**src/design/cci_pkg.sv**
```systemverilog
// Shared types, constants and a helper function of the circle collision impulse block.
`timescale 1ns / 1ps

package cci_pkg;

    localparam int PAD_W = 17;
    localparam logic [PAD_W-1:0] PAD_RESET = 17'd1;

    localparam int MUL_AW = 128;
    localparam int MUL_BW = 96;
    localparam int MUL_PW = MUL_AW + MUL_BW;

    localparam int DIV_W = 163;
    localparam int QW = 33;
    localparam int DIV_STEPS = QW;

    typedef struct packed {
        logic signed [31:0] a_center_x;
        logic signed [31:0] a_center_y;
        logic [30:0]        a_radius;
        logic signed [31:0] a_vel_x;
        logic signed [31:0] a_vel_y;
        logic signed [31:0] b_center_x;
        logic signed [31:0] b_center_y;
        logic [30:0]        b_radius;
        logic signed [31:0] b_vel_x;
        logic signed [31:0] b_vel_y;
    } in_t;

    typedef struct packed {
        logic signed [31:0] pulse_x;
        logic signed [31:0] pulse_y;
        logic               coincident;
    } out_t;

    typedef struct packed {
        logic [65:0]        d2;
        logic signed [66:0] s;
        logic [63:0]        cnum;
        logic [63:0]        cden;
        logic [32:0]        ax;
        logic [32:0]        ay;
        logic               sx;
        logic               sy;
        logic               coinc;
    } front_t;

    typedef struct packed {
        logic [DIV_W-1:0] rx;
        logic [DIV_W-1:0] ry;
        logic [DIV_W-1:0] dsh;
        logic [QW-1:0]    qx;
        logic [QW-1:0]    qy;
        logic             negx;
        logic             negy;
        logic             coinc;
    } div_t;

    // Applies sign and saturation to a rounded quotient magnitude; a coincident pair gives zero.
    function automatic logic [31:0] pulse_value(input logic [QW-1:0] q, input logic neg,
                                                input logic coinc);
        logic [31:0] r;
        if (coinc) begin
            r = 32'd0;
        end else if (q[QW-1] || q[31]) begin
            r = neg ? 32'h8000_0000 : 32'h7FFF_FFFF;
        end else begin
            r = neg ? (32'd0 - q[31:0]) : q[31:0];
        end
        return r;
    endfunction

endpackage

```
**src/design/cci_divstep.sv**
```systemverilog
// One restoring division step that produces one quotient bit for each of the two axes.
`timescale 1ns / 1ps

module cci_divstep import cci_pkg::*;
(
    input  logic clk,
    input  logic rst_n,
    input  logic en,
    input  logic in_valid,
    input  div_t in_data,
    output logic out_valid,
    output div_t out_data
);

    logic valid_reg;
    div_t data_reg;
    div_t data_next;
    logic gex, gey;

    always_comb
    begin
        gex = in_data.rx >= in_data.dsh;
        gey = in_data.ry >= in_data.dsh;
        data_next       = in_data;
        data_next.rx    = gex ? (in_data.rx - in_data.dsh) : in_data.rx;
        data_next.ry    = gey ? (in_data.ry - in_data.dsh) : in_data.ry;
        data_next.qx    = {in_data.qx[QW-2:0], gex};
        data_next.qy    = {in_data.qy[QW-2:0], gey};
        data_next.dsh   = in_data.dsh >> 1;
    end

    always_ff @(posedge clk or negedge rst_n)
    begin
        if (!rst_n)
        begin
            valid_reg <= 1'b0;
        end
        else if (en)
        begin
            valid_reg <= in_valid;
        end
    end

    always_ff @(posedge clk)
    begin
        if (en)
        begin
            data_reg <= data_next;
        end
    end

    assign out_valid = valid_reg;
    assign out_data  = data_reg;

endmodule

```
**config.mk**
```make
export PLATFORM = sky130hd
export DESIGN_NAME = cci_divstep
export DESIGN_NICKNAME = d
export VERILOG_FILES = /design/src/design/cci_pkg.sv /design/src/design/cci_divstep.sv
export SDC_FILE = /design/constraint.sdc
export NUM_CORES = 1
export LEC_CHECK = 0
export BUFFER_PORTS_ARGS = -buffer_cell sky130_fd_sc_hd__clkbuf_2
export CAP_MARGIN = 20
export CORE_AREA = 2 2 434 436
export CTS_BUF_LIST = sky130_fd_sc_hd__clkbuf_8
export CTS_CLUSTER_DIAMETER = 150
export CTS_CLUSTER_SIZE = 20
export DETAILED_ROUTE_END_ITERATION = 16
export DIE_AREA = 0 0 436 438
export GPL_ROUTABILITY_DRIVEN = 0
export GPL_TIMING_DRIVEN = 0
export PLACE_DENSITY = 0.44
export SLEW_MARGIN = 20
export SYNTH_ARGS = -nofsm -noshare
export SYNTH_HDL_FRONTEND = slang
export SYNTH_SLANG_ARGS = --single-unit
```
**constraint.sdc**
```tcl
create_clock -name clk -period 0.8 [get_ports clk]
set_input_delay 0.16 -clock clk [delete_from_list [all_inputs] [get_ports clk]]
set_output_delay 0.16 -clock clk [all_outputs]
set_load 0.03 [all_outputs]
```
## Word level (Yosys, flattened, before mapping)

Index checks and enable logic that the tools add are counted.

- Register bits after elaboration: 558
- Bits in latches: 0
- Bits in writable memories: 0
- Bits in read-only memories: 0
- Bits of input ports: 562
- Output and inout bits: 559
- Logic and storage cells: 15
- Memories: 0

- $add $sub $neg: 2
- $mul: 0
- Div/mod/pow operators: 0
- Order comparisons: 2
- Eq/ne operators: 0
- Shift operators: 0
- Muxes and demuxes: 2
- Bitwise operators: 0
- Reduce and logical (&&, ||, !) cells: 0

Operators by type and width:

| cell | count |
|---|---|
| $ge A163 B163 Y1 | 2 |
| $mux W163 | 2 |
| $sub A163 B163 Y163 | 2 |

## Longest topological paths before layout

Gate-level depths: netlist of run 1.

- Word-level depth: 2
- Mapped depth: 19
- Gate-level depth less buffers: 16

## Worst setup path before layout of run 1

OpenSTA, ideal clock, no wires.

- Path type: input to register
- From: in in_data[232] (netlist bit)
- To: reg data_reg, in the netlist out_data[390] (data pin)
- Library setup time: 266 ps
- Arrival time: 3062 ps
- Required time: 534 ps
- Setup slack: -2528 ps
- Stages: 16
- Buffers on the path: 0
- Path through: inv_1 > ha_1 > inv_1 > fa_1 > nand3_1 > a21oi_1 > o2111ai_1 > nand4_1 > a31oi_1 > a311oi_2 > nor2_2 > o21bai_2 > a21bo_2 > a211oi_1 > nor4b_1 > nor3_1

RTL lines:

| element | line | RTL |
|---|---|---|
| from (decl) | cci_divstep.sv:10 | `input div_t in_data,` |
| to (signal assigned) | cci_divstep.sv:48 | `data_reg <= data_next;` |
| to (decl) | cci_divstep.sv:16 | `div_t data_reg;` |

==> impl_metrics.yaml, run 1 <==
worst_hold_path:
  worstHoldPathType: "input port to flop"
floorplan:
  initial_utilization: 0.233
  ios: 1121
  die_h_um: 438
  num_rows: 159
  core_sq_mm: 0.187
  die_area_sq_mm: 0.191
  die_w_um: 436
grt:
  antenna_found_initial: 58
  grt_max_degree: 95
  grt_pass1_wl_um: 343000
  grt-ovfl-total: 0
  grt_use_total: 0.248
  grt_pass1_vias: 46200
synthesis:
  syn_nets: 5900
  yosysUniqueCellTypes: 114
  synth_top_area_cell: "edfxtp_1"
  syn_avg_cell_area_sq_um: 8.68
  yosysSeqAreaShare: 0.385
  ys_ff_latch: 558
  yosysTopAreaCellShare: 0.385
  yosysWarnings: 0
  yosys_most_used_dff: "edfxtp_1"
  netlist_instances: 5010
  netlist_area_sq_mm: 0.0435
  synth_edf_count: 557
  yosys-top-cells-area: "edfxtp_1 38%, ha_1 9.4%, a21oi_1 8.9%"
  async_reset_ff_frac: 0.00179
placement:
  placed_cells: 8633
  place_area_sq_mm: 0.0528
  dp_hpwl_um: 201000
  io_buffers: 1117
  place_ws_ps: -5770
clock_tree:
  cts_buffer_depth: 3
  cts_buffers: 38
  cts-root-buf: "clkbuf_8"
  cts_tree: "built"
  htree_levels: 2
  clock_latency_ps: 800
  clock-sinks: 558
  clk_pin_slew_ps: 160
critical_path:
  worst_ep_required_time_ps: 1450
  crit_top_cell: "buf_4"
  crit_fanout: 5
  crit_path_end_kind: "flop"
  crit_type: "input port to flop"
  startpoint_type: "input port"
  critPathMaxStageDelay_ps: 480
  crit_slowest_cell: "a2111o_1"
  cp.arrival_ps: 4110
  path_cells: "clkbuf_2 > inv_1 > ha_2 > and4_4 > o21ai_2 > a21oi_4 > o211ai_1 > buf_4 > a211oi_4 > o311ai_4 > buf_12 > a21oi_4 > o21a_4 > buf_4 > o21ai_2 > a2111o_1 > buf_4 > and4_1 > nor3_4"
finish:
  postLayoutCellArea_sq_mm: 0.0656
  nets: 7834
  layout-drive-gt1-share: 0.295
  area_delta_synth_final_pct: 50.9
  layout.cells.non_filler: 9482
sta:
  worst_pin_slew_ps: 1000
  layout_setup_ws_ps: -2650
  maxSlewViolCount: 0
  finalHoldWorstSlack_ps: -342
  fin_skew_ps: 0
  slew_headroom: 0.326
  grt_setup_unrepaired: "true"
  fmax_mhz: 290
  setup_violations: 1183
  final_hold_viol_count: 81
  finalCritPeriodShare: 4.32
  fin_crit_ps: 3450
flow_run:
  drv_cap: 0
detailed_routing:
  drc: 0
  dr.pass1.iters: 6
  ant_nets: 0
  dr.first_iter.drc_count: 3986
  viasPerCell: 5.06
  wire_per_inst_um: 26.6
  routed_wl_um: 252000
  dr_total_vias: 48000
run_status:
  status: "finished, violations left"
  failed_checks: "negative hold slack, negative setup slack"
power:
  peakVddDrop_mv: 1.33
  p_per_area_mw_per_mm2: 1610
  leakagePower_nw: 27.0
  total_power_w: 0.106
-- cell families after synthesis --
kind of cell               after synthesis  synth area share
AOI/OAI and AO/OA                     1725             0.240
xor gates and xnor gates               301            0.0606
adders and majority gates              328            0.0947
buffers and inverters                  550            0.0520
DFF                                    558             0.385
muxes                                    7           0.00170
other                                    1         0.0000863
and+or+nand+nor                       1540             0.165
-- critical path: cells and delay by family --
family | cells | cell delay [ps]
fa+ha+maj | 1 | 380
compound gates | 9 | 1970
simple gates | 3 | 660
buf+inv | 6 | 900
-- cell usage in the layout (no fill, tap or decap), types with 66 or more instances in the layout --
cell type,n
a21o_1,174
clkbuf_1,100
nand2_1,435
dlygate4sd3_1,662
buf_4,138
ha_1,228
clkbuf_2,1112
ha_4,66
xor2_1,122
xnor2_1,179
edfxtp_1,557
a21oi_2,122
a21oi_1,628
o21ai_0,300
nand4_1,190
o21bai_1,118
inv_1,253
nor2_1,463
-- metrics by stage --
stage	TNS [ps]	utilization
floorplan	-782000	-
global placement	-8068180	0.282
detailed placement	-2080750	0.283
CTS	-1373420	0.333
global route	-1410430	0.351
finish	-1335950	0.352
-- cell usage after synthesis (31+ instances only) --
cell      instances
nand3_1          31
nor2_1          536
o21ai_0         355
o21a_1           46
nand2_1         453
a21o_1          175
nor4_1           37
a31oi_1          38
clkbuf_1        181
nor3_1           68
xor2_1          122
inv_1           282
o21bai_1        121
buf_2            57
edfxtp_1        557
xnor2_1         179
ha_1            326
nand4_1         190
a21oi_1         771
-- timing repair --
action | 4_1_cts | 5_1_grt
cloned | 5 | 0
endpoints found under the setup margin | 1124 | 1196
hold buffers | 588 | 74
resized for setup | 461 | 539
pin swaps | 66 | 107
setup buffers | 71 | 83
hold endpoints to repair | 594 | 156
-- power breakdown --
| part | switching [W] | internal, W |
|---|---|---|
| clock | 0.0120 | 0.00533 |
| combinational | 0.0329 | 0.0177 |
| sequential | 0.00117 | 0.0365 |
| total | 0.0460 | 0.0595 |
-- path summary, 6_finish.rpt --
check,startpoint,endpoint,slack (ps),depth (start not counted)
max in group asynchronous,rst_n,out_valid$_DFFE_PN0P_,470,3
min in group asynchronous,rst_n,out_valid$_DFFE_PN0P_,220,3
worst min-delay path,in_data[508],out_data[508]$_DFFE_PP_,-340,3
worst max register to register,out_valid$_DFFE_PN0P_,out_valid$_DFFE_PN0P_,30,1
worst min register to register,out_valid$_DFFE_PN0P_,out_valid$_DFFE_PN0P_,550,1
worst max-delay path,in_data[76],out_data[554]$_DFFE_PP_,-2650,19
-- layout make-up --
class,count,area (sq um)
diodes,28,70.1
plain buffers,214,1710
clock buffers,41,564
clock inverters,14,161
fillers,19700,121000
inverters,284,1150
multi-input cells,3902,27900
flip-flops and latches,558,16800
well taps,2495,3120
repair buffers,1946,14100
-- metal layers --
metal / track usage / up-vias / part of all wire
met2: 0.432 / 1938 / 0.49
met4: 0.103 / 34 / 0.049
met1: 0.301 / 23400 / 0.40
met5: 0 / - / 0.00094
li1: - / 22200 / -
met3: 0.0439 / 377 / 0.064
-- flip-flops by register name, indices dropped and copies added, names as in the netlist --
register,flops
out_data,557
out_valid,1
Power figures use the tool's default switching activity.
==> inputs of run 2 (changes only) <==
--- a/config.mk
+++ b/config.mk
@@ -7,16 +7,19 @@
 export LEC_CHECK = 0
 export BUFFER_PORTS_ARGS = -buffer_cell sky130_fd_sc_hd__clkbuf_2
 export CAP_MARGIN = 20
-export CORE_AREA = 2 2 434 436
+export CELL_PAD_IN_SITES_DETAIL_PLACEMENT = 0
+export CELL_PAD_IN_SITES_GLOBAL_PLACEMENT = 1
+export CORE_AREA = 2 2 438 440
 export CTS_BUF_LIST = sky130_fd_sc_hd__clkbuf_8
 export CTS_CLUSTER_DIAMETER = 150
 export CTS_CLUSTER_SIZE = 20
 export DETAILED_ROUTE_END_ITERATION = 16
-export DIE_AREA = 0 0 436 438
+export DIE_AREA = 0 0 440 442
 export GPL_ROUTABILITY_DRIVEN = 0
 export GPL_TIMING_DRIVEN = 0
-export PLACE_DENSITY = 0.44
+export PLACE_DENSITY = 0.54
 export SLEW_MARGIN = 20
 export SYNTH_ARGS = -nofsm -noshare
 export SYNTH_HDL_FRONTEND = slang
 export SYNTH_SLANG_ARGS = --single-unit
+export TNS_END_PERCENT = 50
==> run 2 against run 1 <==
The flow still finishes with violations (negative hold slack, negative setup slack). Combinational power is essentially flat. Register-to-register slack better by 20 ps. Non-clock buffer count decreased by 15. Critical endpoint unchanged.
==> impl_metrics.yaml, run 2 (same netlist as run 1, synthesis figures left out) <==
sta:
  final_hold_viol_count: 49
  slew_headroom: 0.410
  setup_violations: 1243
  fmax_mhz: 289
  finalHoldWorstSlack_ps: -437
  layout_setup_ws_ps: -2660
  finalCritPeriodShare: 4.33
  worst_pin_slew_ps: 876
  maxSlewViolCount: 0
  grt_setup_unrepaired: "true"
  fin_crit_ps: 3460
  fin_skew_ps: 0
critical_path:
  critPathMaxStageDelay_ps: 520
  cp.arrival_ps: 4030
  crit_fanout: 7
  crit_type: "input port to flop"
  worst_ep_required_time_ps: 1370
  crit_slowest_cell: "a2111o_1"
  crit_path_end_kind: "flop"
  path_cells: "clkbuf_2 > inv_1 > ha_2 > nand4_1 > or2_4 > nor4_4 > o311ai_4 > buf_12 > a21oi_4 > o21a_4 > buf_6 > o21ai_4 > a2111o_1 > a2111oi_4 > nor3_2"
  startpoint_type: "input port"
floorplan:
  die_area_sq_mm: 0.194
  ios: 1121
  initial_utilization: 0.229
  core_sq_mm: 0.190
  die_w_um: 440
  die_h_um: 442
  num_rows: 160
finish:
  layout.cells.non_filler: 9486
  fillCellCount: 20100
  seq_area_sq_mm: 0.0168
  layout_commonest_cell: "clkbuf_2"
  layout_common_cells: "1123 x clkbuf_2, 679 x dlygate4sd3_1, 646 x a21oi_1"
  area_delta_synth_final_pct: 50.1
  layout-drive-gt1-share: 0.285
  largest_reg_flops: 557
  multiInputGateArea_sq_mm: 0.0274
  nets: 7819
grt:
  grt_max_degree: 90
  grt-ovfl-total: 0
  grt_use_total: 0.248
  antenna_found_initial: 56
  grt_pass1_wl_um: 348000
  grt_pass1_vias: 46800
detailed_routing:
  wire_per_inst_um: 26.9
  ant_nets: 0
  dr.pass1.iters: 5
  dr_total_vias: 47300
  dr.first_iter.drc_count: 3566
  drc: 0
  routed_wl_um: 255000
  viasPerCell: 4.98
run_status:
  failed_checks: "negative hold slack, negative setup slack"
  status: "finished, violations left"
clock_tree:
  htree_levels: 2
  clock-sinks: 558
  clock_latency_ps: 820
  cts-root-buf: "clkbuf_8"
  clk_pin_slew_ps: 140
  cts_buffer_depth: 3
  cts_tree: "built"
  cts_buffers: 38
power:
  peakVddDrop_mv: 1.13
  leakagePower_nw: 27.0
  p_per_area_mw_per_mm2: 1610
placement:
  dp_hpwl_um: 205000
  placed_cells: 8647
  io_buffers: 1117
worst_hold_path:
  worstHoldPathType: "input port to flop"
flow_run:
  drv_cap: 0
==> run 2: cell types whose count changed in the layout (fill, tap and decap cells not counted), sizes merged <==
cell,change
buf,-47
clkbuf,+15
clkinv,+3
diode,+6
dlygate4sd3,+17
inv,-6
==> run 2: final cells by class <==
cell class | instances | share of cell area
buffer | 202 | 0.0283
tap | 2511 | 0.0481
clock inverter | 11 | 0.00236
antenna | 34 | 0.00130
inverter | 284 | 0.0169
multi-input combinational | 3902 | 0.420
timing repair buffer | 1943 | 0.217
clock buffer | 41 | 0.00865
sequential | 558 | 0.257
==> run 2: repair_timing <==
action                                 in CTS  in global routing
cloned                                      5                 12
hold buffers                              596                 83
endpoints found under the hold margin     610                144
buffers inserted                           79                 42
setup endpoints to repair                1130               1198
pin swaps                                  94                 71
gates resized for setup                   537                334
==> run 2: per-layer routing <==
metal  track usage  wire length [um]  vias to the layer above
met5             0               213                        -
met4         0.108             11800                       32
met3        0.0357             12700                      321
met2         0.427            124000                     1521
met1         0.306            106000                    23200
li1              -                 -                    22200
==> run 2: final timing paths <==
kind / start / end / slack [ps] / cells past startpoint
worst max-delay path: in_data[167] / out_data[554]$_DFFE_PP_ / -2660 / 15
worst min-delay path: in_data[70] / out_data[69]$_DFFE_PP_ / -440 / 1
worst max register to register: out_valid$_DFFE_PN0P_ / out_valid$_DFFE_PN0P_ / 50 / 1
worst min register to register: out_valid$_DFFE_PN0P_ / out_valid$_DFFE_PN0P_ / 530 / 1
max in group asynchronous: rst_n / out_valid$_DFFE_PN0P_ / 550 / 3
min in group asynchronous: rst_n / out_valid$_DFFE_PN0P_ / 150 / 3
==> run 2: power by group <==
part	total [W]	switching (W)	internal [W]	leakage, nW
Clock	0.0171	0.0118	0.00529	0.365
Sequential	0.0376	0.00111	0.0365	5.47
Combinational	0.0505	0.0328	0.0177	21.2
==> run 2: critical path: cells and delay by family <==
family | cells | cell delay, ps
compound gates | 6 | 1600
simple gates | 4 | 1250
fa+ha+maj | 1 | 440
buf+inv | 4 | 550
==> run 2: metrics by stage <==
stage          setup TNS (ps)  power (W)   util  worst slack, ps  area [sq um]
4_1_cts              -1392350      0.104  0.330            -2590         62600
6_report             -1384530      0.105  0.344            -2660         65300
5_1_grt              -1451250      0.110  0.344            -2660         65200
3_5_place_dp         -2195880     0.0804  0.279            -5810         52800
3_3_place_gp         -8046010     0.0777  0.277           -11740         52500
2_1_floorplan         -783150     0.0637      -            -2490         43800
